$ cat config.mk
export PLATFORM = sky130hd
export DESIGN_NAME = file_uri_path_decoder
export DESIGN_NICKNAME = d
export VERILOG_FILES = /design/src/hdl/fud_pkg.sv /design/src/hdl/file_uri_path_decoder.sv /design/src/hdl/fud_parser.sv /design/src/hdl/fud_out_fifo.sv
export SDC_FILE = /design/constraint.sdc
export NUM_CORES = 1
export LEC_CHECK = 0
export ABC_AREA = 1
export BUFFER_PORTS_ARGS = -buffer_cell sky130_fd_sc_hd__buf_4
export CORE_UTILIZATION = 35
export CTS_CLUSTER_DIAMETER = 50
export CTS_CLUSTER_SIZE = 10
export DETAILED_ROUTE_END_ITERATION = 6
export PLACE_DENSITY = 0.48
export SLEW_MARGIN = 10
export SYNTH_ARGS = -nofsm -noshare
export SYNTH_HDL_FRONTEND = slang
export SYNTH_SLANG_ARGS = --single-unit
$ cat constraint.sdc
create_clock -name aclk -period 11.91 [get_ports aclk]
set_clock_uncertainty 0.05 [all_clocks]
set_input_delay 1.191 -clock aclk [delete_from_list [all_inputs] [get_ports aclk]]
set_output_delay 1.191 -clock aclk [all_outputs]
set_load 0.05 [all_outputs]
$ cat src/hdl/fud_pkg.sv
// Shared types, codes and character helpers for the file URI path decoder.
package fud_pkg;

    localparam int CAP_W = 13;
    localparam int CAP_MAX_REG = (1 << CAP_W) - 1;

    localparam logic [3:0] ST_OK        = 4'd0;
    localparam logic [3:0] ST_SCHEME    = 4'd1;
    localparam logic [3:0] ST_AUTH_CHAR = 4'd2;
    localparam logic [3:0] ST_NONLOCAL  = 4'd3;
    localparam logic [3:0] ST_NO_PATH   = 4'd4;
    localparam logic [3:0] ST_BAD_CHAR  = 4'd5;
    localparam logic [3:0] ST_BAD_ESC   = 4'd6;
    localparam logic [3:0] ST_FORBIDDEN = 4'd7;
    localparam logic [3:0] ST_OVERFLOW  = 4'd8;

    localparam logic [7:0] CH_SLASH     = 8'h2F;
    localparam logic [7:0] CH_BACKSLASH = 8'h5C;
    localparam logic [7:0] CH_PERCENT   = 8'h25;
    localparam logic [7:0] CH_HASH      = 8'h23;
    localparam logic [7:0] CH_QUESTION  = 8'h3F;
    localparam logic [7:0] CH_SPACE     = 8'h20;
    localparam logic [7:0] CH_DEL       = 8'h7F;

    // "file:"
    localparam logic [7:0] SCHEME_TEXT [5] = '{8'h66, 8'h69, 8'h6C, 8'h65, 8'h3A};
    // "localhost"
    localparam logic [7:0] HOST_TEXT [9] =
        '{8'h6C, 8'h6F, 8'h63, 8'h61, 8'h6C, 8'h68, 8'h6F, 8'h73, 8'h74};
    localparam logic [3:0] HOST_LEN = 4'd9;
    localparam logic [3:0] HOST_SAT = 4'd10;

    typedef enum logic [7:0] {
        PH_SCHEME      = 8'b0000_0001,
        PH_AFTER_COLON = 8'b0000_0010,
        PH_SLASH1      = 8'b0000_0100,
        PH_AUTH        = 8'b0000_1000,
        PH_PATH        = 8'b0001_0000,
        PH_ESC1        = 8'b0010_0000,
        PH_ESC2        = 8'b0100_0000,
        PH_FAILED      = 8'b1000_0000
    } phase_t;

    typedef struct packed {
        logic [7:0] uri_byte;
        logic       end_of_uri;
    } in_t;

    typedef struct packed {
        logic [7:0] path_byte;
        logic       is_status;
        logic [3:0] status;
        logic       last;
    } out_t;

    // Up to three result beats produced by one input beat
    typedef struct packed {
        logic [1:0]     cnt;
        out_t [2:0]     item;
    } push_t;

    function automatic logic [7:0] to_lower(input logic [7:0] c);
        if (c >= 8'h41 && c <= 8'h5A) begin
            return c | 8'h20;
        end
        return c;
    endfunction

    // {valid, nibble}
    function automatic logic [4:0] hex_decode(input logic [7:0] c);
        logic [7:0] l;
        l = to_lower(c);
        if (c >= 8'h30 && c <= 8'h39) begin
            return {1'b1, 4'(c - 8'h30)};
        end
        if (l >= 8'h61 && l <= 8'h66) begin
            return {1'b1, 4'(l - 8'h57)};
        end
        return 5'd0;
    endfunction

    function automatic logic bad_path_char(input logic [7:0] c);
        return (c < CH_SPACE) || (c == CH_DEL) || (c == CH_QUESTION) ||
               (c == CH_HASH) || (c == CH_BACKSLASH);
    endfunction

    function automatic out_t mk_byte(input logic [7:0] c);
        out_t o;
        o.path_byte = c;
        o.is_status = 1'b0;
        o.status    = ST_OK;
        o.last      = 1'b0;
        return o;
    endfunction

    function automatic out_t mk_status(input logic [3:0] st);
        out_t o;
        o.path_byte = 8'd0;
        o.is_status = 1'b1;
        o.status    = st;
        o.last      = 1'b1;
        return o;
    endfunction

endpackage

$ cat src/hdl/file_uri_path_decoder.sv
// Top level of the file URI to POSIX path decoder.
//
// s_valid/s_ready/s_data carry one raw URI byte per beat; end_of_uri marks the
// final byte of a URI. m_valid/m_ready/m_data carry decoded path bytes and,
// on the beat with last set, one status beat per URI (0 means success; on any
// other status the receiver drops the bytes it already took for that URI).
// cfg_valid/cfg_ready/cfg_data write the output capacity; at most capacity
// minus one bytes are emitted per URI. cfg_ready is always high.
//
// An accepted byte is held in the input register and decoded into the result
// queue, whose head drives m_data. Throughput: one input beat per cycle while
// the queue has room; the single-pass decoder writes up to three beats into a
// four-entry result queue, which drains one beat per cycle while m_ready is
// high. Extra beats collect in the queue, and s_ready drops when the held byte
// cannot fire for lack of three free slots. Reset clears the parse state and
// the queue and sets the capacity to 4096 (clamped to MAX_CAPACITY). When
// m_ready stays low, the queue fills and s_ready drops; nothing is lost.
module file_uri_path_decoder #(
    parameter int MAX_CAPACITY = 4096
) (
    input  logic                        aclk,
    input  logic                        aresetn,
    input  logic                        s_valid,
    output logic                        s_ready,
    input  fud_pkg::in_t                s_data,
    output logic                        m_valid,
    input  logic                        m_ready,
    output fud_pkg::out_t               m_data,
    input  logic                        cfg_valid,
    output logic                        cfg_ready,
    input  logic [fud_pkg::CAP_W-1:0]   cfg_data
);

    localparam int CLAMP = (MAX_CAPACITY > fud_pkg::CAP_MAX_REG) ?
                           fud_pkg::CAP_MAX_REG : MAX_CAPACITY;
    localparam logic [fud_pkg::CAP_W-1:0] CLAMP_V   = fud_pkg::CAP_W'(CLAMP);
    localparam int RESET_CAP = (4096 > CLAMP) ? CLAMP : 4096;
    localparam logic [fud_pkg::CAP_W-1:0] RESET_LIMIT = fud_pkg::CAP_W'(RESET_CAP - 1);

    logic                        in_valid_reg;
    fud_pkg::in_t                in_data_reg;
    logic [fud_pkg::CAP_W-1:0]   limit_reg, limit_next;
    logic                        fire;
    logic                        room;
    fud_pkg::push_t              push;

    assign fire      = in_valid_reg && room;
    assign s_ready   = !in_valid_reg || fire;
    assign cfg_ready = 1'b1;

    always_comb begin
        if (cfg_data > CLAMP_V) begin
            limit_next = CLAMP_V - 1'b1;
        end else if (cfg_data == '0) begin
            limit_next = '0;
        end else begin
            limit_next = cfg_data - 1'b1;
        end
    end

    always_ff @(posedge aclk) begin
        if (!aresetn) begin
            limit_reg <= RESET_LIMIT;
        end else if (cfg_valid) begin
            limit_reg <= limit_next;
        end
    end

    always_ff @(posedge aclk) begin
        if (!aresetn) begin
            in_valid_reg <= 1'b0;
        end else if (s_valid && s_ready) begin
            in_valid_reg <= 1'b1;
        end else if (fire) begin
            in_valid_reg <= 1'b0;
        end
    end

    always_ff @(posedge aclk) begin
        if (s_valid && s_ready) begin
            in_data_reg <= s_data;
        end
    end

    fud_parser u_parser (
        .aclk    (aclk),
        .aresetn (aresetn),
        .fire    (fire),
        .in_data (in_data_reg),
        .limit   (limit_reg),
        .push    (push)
    );

    fud_out_fifo u_out_fifo (
        .aclk    (aclk),
        .aresetn (aresetn),
        .push    (push),
        .room    (room),
        .m_valid (m_valid),
        .m_ready (m_ready),
        .m_data  (m_data)
    );

endmodule

$ cat src/hdl/fud_parser.sv
// Parse state and single-pass decode of one URI byte into up to three result beats.
module fud_parser (
    input  logic                        aclk,
    input  logic                        aresetn,
    input  logic                        fire,
    input  fud_pkg::in_t                in_data,
    input  logic [fud_pkg::CAP_W-1:0]   limit,
    output fud_pkg::push_t              push
);

    fud_pkg::phase_t              phase_reg, phase_next;
    logic [3:0]                   pos_reg, pos_next;
    logic                         hm_reg, hm_next;
    logic [3:0]                   hi_reg, hi_next;
    logic [fud_pkg::CAP_W-1:0]    bw_reg, bw_next;
    logic [3:0]                   err_reg, err_next;

    fud_pkg::out_t                items [0:2];
    logic [1:0]                   n;
    logic [7:0]                   b;
    logic [7:0]                   bl;
    logic [4:0]                   hx;
    logic [7:0]                   v;
    logic [3:0]                   st;

    always_comb begin
        phase_next = phase_reg;
        pos_next   = pos_reg;
        hm_next    = hm_reg;
        hi_next    = hi_reg;
        bw_next    = bw_reg;
        err_next   = err_reg;
        n          = 2'd0;
        items[0]   = '0;
        items[1]   = '0;
        items[2]   = '0;
        b          = in_data.uri_byte;
        bl         = fud_pkg::to_lower(b);
        hx         = fud_pkg::hex_decode(b);
        v          = {hi_reg, hx[3:0]};
        st         = fud_pkg::ST_OK;

        unique case (phase_reg)
            fud_pkg::PH_SCHEME: begin
                if (bl != fud_pkg::SCHEME_TEXT[pos_reg[2:0]]) begin
                    phase_next = fud_pkg::PH_FAILED;
                    err_next   = fud_pkg::ST_SCHEME;
                end else if (pos_reg == 4'd4) begin
                    pos_next   = 4'd0;
                    phase_next = fud_pkg::PH_AFTER_COLON;
                end else begin
                    pos_next = pos_reg + 4'd1;
                end
            end
            fud_pkg::PH_AFTER_COLON: begin
                if (b == fud_pkg::CH_SLASH) begin
                    phase_next = fud_pkg::PH_SLASH1;
                end else begin
                    phase_next = fud_pkg::PH_FAILED;
                    err_next   = fud_pkg::ST_NO_PATH;
                end
            end
            fud_pkg::PH_SLASH1: begin
                if (b == fud_pkg::CH_SLASH) begin
                    phase_next = fud_pkg::PH_AUTH;
                    pos_next   = 4'd0;
                    hm_next    = 1'b1;
                end else begin
                    phase_next = fud_pkg::PH_PATH;
                    // pending slash goes out ahead of this byte
                    if (bw_next < limit) begin
                        items[n] = fud_pkg::mk_byte(fud_pkg::CH_SLASH);
                        n        = n + 2'd1;
                        bw_next  = bw_next + 1'b1;
                    end else begin
                        phase_next = fud_pkg::PH_FAILED;
                        err_next   = fud_pkg::ST_OVERFLOW;
                    end
                    if (phase_next == fud_pkg::PH_PATH) begin
                        if (fud_pkg::bad_path_char(b)) begin
                            phase_next = fud_pkg::PH_FAILED;
                            err_next   = fud_pkg::ST_BAD_CHAR;
                        end else if (b == fud_pkg::CH_PERCENT) begin
                            phase_next = fud_pkg::PH_ESC1;
                        end else if (bw_next < limit) begin
                            items[n] = fud_pkg::mk_byte(b);
                            n        = n + 2'd1;
                            bw_next  = bw_next + 1'b1;
                        end else begin
                            phase_next = fud_pkg::PH_FAILED;
                            err_next   = fud_pkg::ST_OVERFLOW;
                        end
                    end
                end
            end
            fud_pkg::PH_AUTH: begin
                if (b == fud_pkg::CH_QUESTION || b == fud_pkg::CH_HASH ||
                    b == fud_pkg::CH_BACKSLASH) begin
                    phase_next = fud_pkg::PH_FAILED;
                    err_next   = fud_pkg::ST_AUTH_CHAR;
                end else if (b == fud_pkg::CH_SLASH) begin
                    if (pos_reg == 4'd0 || (pos_reg == fud_pkg::HOST_LEN && hm_reg)) begin
                        phase_next = fud_pkg::PH_PATH;
                        if (bw_next < limit) begin
                            items[n] = fud_pkg::mk_byte(fud_pkg::CH_SLASH);
                            n        = n + 2'd1;
                            bw_next  = bw_next + 1'b1;
                        end else begin
                            phase_next = fud_pkg::PH_FAILED;
                            err_next   = fud_pkg::ST_OVERFLOW;
                        end
                    end else begin
                        phase_next = fud_pkg::PH_FAILED;
                        err_next   = fud_pkg::ST_NONLOCAL;
                    end
                end else begin
                    if (pos_reg >= fud_pkg::HOST_LEN) begin
                        hm_next = 1'b0;
                    end else if (bl != fud_pkg::HOST_TEXT[pos_reg]) begin
                        hm_next = 1'b0;
                    end
                    if (pos_reg < fud_pkg::HOST_SAT) begin
                        pos_next = pos_reg + 4'd1;
                    end
                end
            end
            fud_pkg::PH_PATH: begin
                if (fud_pkg::bad_path_char(b)) begin
                    phase_next = fud_pkg::PH_FAILED;
                    err_next   = fud_pkg::ST_BAD_CHAR;
                end else if (b == fud_pkg::CH_PERCENT) begin
                    phase_next = fud_pkg::PH_ESC1;
                end else if (bw_next < limit) begin
                    items[n] = fud_pkg::mk_byte(b);
                    n        = n + 2'd1;
                    bw_next  = bw_next + 1'b1;
                end else begin
                    phase_next = fud_pkg::PH_FAILED;
                    err_next   = fud_pkg::ST_OVERFLOW;
                end
            end
            fud_pkg::PH_ESC1: begin
                if (!hx[4]) begin
                    phase_next = fud_pkg::PH_FAILED;
                    err_next   = fud_pkg::ST_BAD_ESC;
                end else begin
                    hi_next    = hx[3:0];
                    phase_next = fud_pkg::PH_ESC2;
                end
            end
            fud_pkg::PH_ESC2: begin
                if (!hx[4]) begin
                    phase_next = fud_pkg::PH_FAILED;
                    err_next   = fud_pkg::ST_BAD_ESC;
                end else if (v == 8'd0 || v == fud_pkg::CH_SLASH ||
                             v == fud_pkg::CH_BACKSLASH) begin
                    phase_next = fud_pkg::PH_FAILED;
                    err_next   = fud_pkg::ST_FORBIDDEN;
                end else begin
                    phase_next = fud_pkg::PH_PATH;
                    if (bw_next < limit) begin
                        items[n] = fud_pkg::mk_byte(v);
                        n        = n + 2'd1;
                        bw_next  = bw_next + 1'b1;
                    end else begin
                        phase_next = fud_pkg::PH_FAILED;
                        err_next   = fud_pkg::ST_OVERFLOW;
                    end
                end
            end
            default: begin
            end
        endcase

        if (in_data.end_of_uri) begin
            case (phase_next) inside
                fud_pkg::PH_SCHEME, fud_pkg::PH_AFTER_COLON: begin
                    st = fud_pkg::ST_SCHEME;
                end
                fud_pkg::PH_SLASH1: begin
                    if (bw_next < limit) begin
                        items[n] = fud_pkg::mk_byte(fud_pkg::CH_SLASH);
                        n        = n + 2'd1;
                        st       = fud_pkg::ST_OK;
                    end else begin
                        st = fud_pkg::ST_OVERFLOW;
                    end
                end
                fud_pkg::PH_AUTH: begin
                    st = fud_pkg::ST_NO_PATH;
                end
                fud_pkg::PH_PATH: begin
                    st = fud_pkg::ST_OK;
                end
                fud_pkg::PH_ESC1, fud_pkg::PH_ESC2: begin
                    st = fud_pkg::ST_BAD_ESC;
                end
                default: begin
                    st = err_next;
                end
            endcase
            items[n]   = fud_pkg::mk_status(st);
            n          = n + 2'd1;
            phase_next = fud_pkg::PH_SCHEME;
            pos_next   = 4'd0;
            hm_next    = 1'b1;
            hi_next    = 4'd0;
            bw_next    = '0;
            err_next   = fud_pkg::ST_OK;
        end

        push.cnt     = fire ? n : 2'd0;
        push.item[0] = items[0];
        push.item[1] = items[1];
        push.item[2] = items[2];
    end

    always_ff @(posedge aclk) begin
        if (!aresetn) begin
            phase_reg <= fud_pkg::PH_SCHEME;
            pos_reg   <= 4'd0;
            hm_reg    <= 1'b1;
            hi_reg    <= 4'd0;
            bw_reg    <= '0;
            err_reg   <= fud_pkg::ST_OK;
        end else if (fire) begin
            phase_reg <= phase_next;
            pos_reg   <= pos_next;
            hm_reg    <= hm_next;
            hi_reg    <= hi_next;
            bw_reg    <= bw_next;
            err_reg   <= err_next;
        end
    end

endmodule

$ cat src/hdl/fud_out_fifo.sv
// Four-entry result queue: takes up to three beats per cycle, drains one per cycle while m_ready is high.
module fud_out_fifo (
    input  logic            aclk,
    input  logic            aresetn,
    input  fud_pkg::push_t  push,
    output logic            room,
    output logic            m_valid,
    input  logic            m_ready,
    output fud_pkg::out_t   m_data
);

    fud_pkg::out_t mem_reg [4];
    logic [1:0]    wr_ptr_reg, wr_ptr_next;
    logic [1:0]    rd_ptr_reg, rd_ptr_next;
    logic [2:0]    count_reg, count_next;
    logic          pop;

    assign m_valid = (count_reg != 3'd0);
    assign m_data  = mem_reg[rd_ptr_reg];
    assign pop     = m_valid && m_ready;
    // three free slots after this cycle's pop
    assign room    = (count_reg <= 3'd1) || (count_reg == 3'd2 && pop);

    always_comb begin
        wr_ptr_next = wr_ptr_reg + push.cnt;
        rd_ptr_next = rd_ptr_reg + {1'b0, pop};
        count_next  = count_reg + {1'b0, push.cnt} - {2'b00, pop};
    end

    always_ff @(posedge aclk) begin
        for (int k = 0; k < 3; k++) begin
            if (2'(k) < push.cnt) begin
                mem_reg[wr_ptr_reg + 2'(k)] <= push.item[k];
            end
        end
    end

    always_ff @(posedge aclk) begin
        if (!aresetn) begin
            wr_ptr_reg <= 2'd0;
            rd_ptr_reg <= 2'd0;
            count_reg  <= 3'd0;
        end else begin
            wr_ptr_reg <= wr_ptr_next;
            rd_ptr_reg <= rd_ptr_next;
            count_reg  <= count_next;
        end
    end

endmodule

==> load_flow_metrics.sql <==
INSERT INTO impl_metrics (metric_group, metric, value, unit) VALUES
('status', 'status', 'finished clean', ''),
('grt', 'grt_start_max_net_pins', '29', ''),
('detailed_routing', 'drt_wl_total', '36.84', 'mm'),
('synthesis', 'synth_cells', '1534', ''),
('clock_tree', 'worst_setup_hold_path_clk_slew', '0.07', 'ns'),
('grt', 'first_global_vias', '10130', ''),
('sta', 'timing.fmax', '0.1074', 'GHz'),
('detailed_routing', 'drt-initial-drc-count', '882', ''),
('clock_tree', 'cts-htree-levels', '4', ''),
('die', 'start_util', '35.99', '%'),
('setup_path', 'crit_type', 'reg2reg', ''),
('placement', 'place_congestion', '0.9510', ''),
('sta', 'layout_worst_path_cycle_share', '78.21', '%'),
('synthesis', 'synth-seq-cells', '116', ''),
('clock_tree', 'root_buffer', 'sky130_fd_sc_hd__clkbuf_16', ''),
('detailed_routing', 'drt.antenna.violating_nets', '0', ''),
('final_layout', 'post-route-util', '39.96', '%'),
('final_layout', 'diodes', '0', ''),
('sta', 'max_slew_headroom_at_the_worst_pin', '30.19', '%'),
('placement', 'port-buffer-count', '42', ''),
('die', 'design.core.area', '29090', 'um2'),
('setup_path', 'cp_data_arrival_time', '9.30', 'ns'),
('synthesis', 'adder_and_majority_cell_fraction_of_the_synthesized_area', '7.482', '%'),
('sta', 'hold_slack', '0.4316', 'ns'),
('synthesis', 'synth_edf_count', '61', ''),
('synthesis', 'post_synth_mux_area_share', '0.09561', '%'),
('setup_path', 'crit_path_top_delay_cell', 'sky130_fd_sc_hd__a2111oi_4', ''),
('final_layout', 'number_of_nets_in_the_final_layout', '1642', ''),
('final_layout', 'syn2layout_area_growth', '11.04', '%'),
('synthesis', 'synth_top_family_by_area', 'simple AND/OR/NAND/NOR gates', ''),
('clock_tree', 'cts_inserted_buffers', '17', ''),
('synthesis', 'syn-num-nets', '1623', ''),
('power_and_ir_drop', 'power.share.combinational', '40.8', '%'),
('synthesis', 'warnings_synthesis', '0', ''),
('power_and_ir_drop', 'irDropWorstVdd', '0.00007496', 'V'),
('power_and_ir_drop', 'p_total', '1692', 'uW'),
('synthesis', 'synth_sequential_area_ratio', '28.01', '%'),
('die', 'boundaryPins', '44', ''),
('setup_path', 'crit_start_category', 'register', ''),
('clock_tree', 'post_cts_buffers', '0', ''),
('detailed_routing', 'avgRoutedWirePerCell', '18.89', 'um'),
('setup_path', 'critical_path.max_fanout', '21', ''),
('die', 'rows', '62', ''),
('clock_tree', 'holdBufCountCts', '0', ''),
('power_and_ir_drop', 'netSwitchingPower', '743.1', 'uW'),
('sta', 'slew_viol_final', '0', ''),
('power_and_ir_drop', 'p_leak', '0.005468', 'uW'),
('synthesis', 'synth_xor_area_share', '2.916', '%'),
('detailed_routing', 'avgViaCountPerCell', '5.352', ''),
('setup_path', 'critPathRequiredTime', '11.90', 'ns'),
('power_and_ir_drop', 'sw_frac_of_total', '43.93', '%'),
('power_and_ir_drop', 'power_density', '145.5', 'nW/um2'),
('clock_tree', 'post_cts.resized_instances', '0', ''),
('sta', 'final-hold-violation-count', '0', ''),
('synthesis', 'asyncSetResetFlopFracSynth', '0', '%'),
('die', 'design.die.area', '30610', 'um2'),
('clock_tree', 'cts_max_path_buffers', '2', ''),
('sta', 'rsz0062_at_grt', 'no', ''),
('clock_tree', 'worst_skew_pair.late_latency', '0.43', 'ns'),
('clock_tree', 'cts_tree', 'yes', ''),
('synthesis', 'share_of_synthesized_cell_area_in_and_or_nand_and_nor_gates', '33.56', '%'),
('setup_path', 'endpoint_type_of_the_worst_setup_path', 'register', ''),
('synthesis', 'netlist_area', '10470', 'um2'),
('sta', 'setup_viol', '0', ''),
('die', 'die_h', '174.9', 'um'),
('synthesis', 'per_instance_average_area_after_synthesis', '6.825', 'um2'),
('clock_tree', 'cts.sinks', '116', ''),
('power_and_ir_drop', 'internal_power', '948.4', 'uW'),
('sta', 'finalSetupTns', '0', 'ns'),
('grt', 'grt_first_pass_wirelength', '57.60', 'mm'),
('placement', 'post-dp-hpwl', '27.61', 'mm');
[stage by stage]
| stage | std cells | worst slack [ns] | cell area (um2) |
|---|---|---|---|
| CTS | 1950 | 2.701 | 11620 |
| global placement | 1918 | 2.997 | 11060 |
| detailed placement | 1918 | 2.760 | 11060 |
| global route | 1950 | 1.926 | 11620 |
| finish | 1950 | 2.595 | 11620 |
| floorplan | 1534 | 5.020 | 10470 |
[power groups by stage]
stage	Sequential (uW)	Clock [uW]	Combinational [uW]
2_1_floorplan	480	0	507
3_3_place_gp	493	0	689
4_1_cts	485	525	689
5_1_grt	488	540	756
3_5_place_dp	493	0	687
6_report	485	517	690
[layout make-up]
cell class	instances	area (um2)
fill	3157	17470
multi-input combinational	1166	6500
sequential	116	2933
inverter	201	767.0
tap	384	480.5
clock buffer	18	429.2
timing repair buffer	51	382.9
clock inverter	14	132.6
[metal layers]
metal | up-vias | global-route usage (%) | wire, um
met4 | 0 | 9.529 | 1271
met5 | - | 0 | 0
met1 | 4898 | 28.96 | 15620
met3 | 77 | 3.155 | 1377
li1 | 5183 | - | -
met2 | 279 | 44.23 | 18570
[synth_stat cells (6+ instances only)]
| master | number | area, um2 |
|---|---|---|
| sky130_fd_sc_hd__o211ai_1 | 17 | 127.6 |
| sky130_fd_sc_hd__xnor2_1 | 8 | 70.07 |
| sky130_fd_sc_hd__a211oi_1 | 7 | 52.55 |
| sky130_fd_sc_hd__nor2_2 | 13 | 81.33 |
| sky130_fd_sc_hd__a21oi_1 | 110 | 550.5 |
| sky130_fd_sc_hd__nand4_1 | 25 | 156.4 |
| sky130_fd_sc_hd__clkbuf_1 | 31 | 116.4 |
| sky130_fd_sc_hd__nand3_2 | 8 | 80.08 |
| sky130_fd_sc_hd__inv_1 | 175 | 656.9 |
| sky130_fd_sc_hd__or2_2 | 6 | 37.54 |
| sky130_fd_sc_hd__o22ai_1 | 17 | 106.4 |
| sky130_fd_sc_hd__nand2_1 | 366 | 1374 |
| sky130_fd_sc_hd__inv_2 | 19 | 71.32 |
| sky130_fd_sc_hd__nand3_1 | 97 | 485.5 |
| sky130_fd_sc_hd__nor2_4 | 7 | 78.83 |
| sky130_fd_sc_hd__edfxtp_1 | 61 | 1832 |
| sky130_fd_sc_hd__o21ai_1 | 9 | 45.04 |
| sky130_fd_sc_hd__ha_1 | 61 | 763.2 |
| sky130_fd_sc_hd__a22oi_1 | 8 | 60.06 |
| sky130_fd_sc_hd__xor2_1 | 25 | 219.0 |
| sky130_fd_sc_hd__nand2_2 | 13 | 81.33 |
| sky130_fd_sc_hd__o21ai_0 | 116 | 580.6 |
| sky130_fd_sc_hd__nor2_1 | 150 | 563.0 |
| sky130_fd_sc_hd__buf_4 | 6 | 45.04 |
| sky130_fd_sc_hd__nand2_4 | 10 | 112.6 |
| sky130_fd_sc_hd__buf_2 | 6 | 30.03 |
| sky130_fd_sc_hd__dfxtp_1 | 55 | 1101 |
| sky130_fd_sc_hd__nor4_1 | 11 | 68.82 |
| sky130_fd_sc_hd__nor3_1 | 17 | 85.08 |
[final timing paths]
path	depth (start not counted)	to	slack, ns	startpoint
max	42	u_out_fifo.mem_reg[3][3]$_DFFE_PP_	2.60	u_parser.bw_reg[7]$_SDFFE_PN0P_
min	2	u_parser.hm_reg$_SDFFE_PN1P_	0.43	u_parser.hm_reg$_SDFFE_PN1P_
max reg2reg	42	u_out_fifo.mem_reg[3][3]$_DFFE_PP_	2.60	u_parser.bw_reg[7]$_SDFFE_PN0P_
min reg2reg	2	u_parser.hm_reg$_SDFFE_PN1P_	0.43	u_parser.hm_reg$_SDFFE_PN1P_
[critical path, delay by kind of cell, from the launching register on]
kind            cells  cell delay [ns]
simple gates       20             2.96
compound gates     11             2.40
buf+inv             6             1.48
fa+ha+maj           4             1.11
flops               1             0.51
xor+xnor            1             0.37
[cell families after synthesis]
kind of cell	after synthesis
flip-flops	116
adder cells (fa/ha/maj)	62
XOR/XNOR	34
multiplexers	1
AO/OA/AOI/OAI	323
buffers and inverters	252
other	1
AND/OR/NAND/NOR	745
No activity file was read; power rests on OpenSTA's default activity.
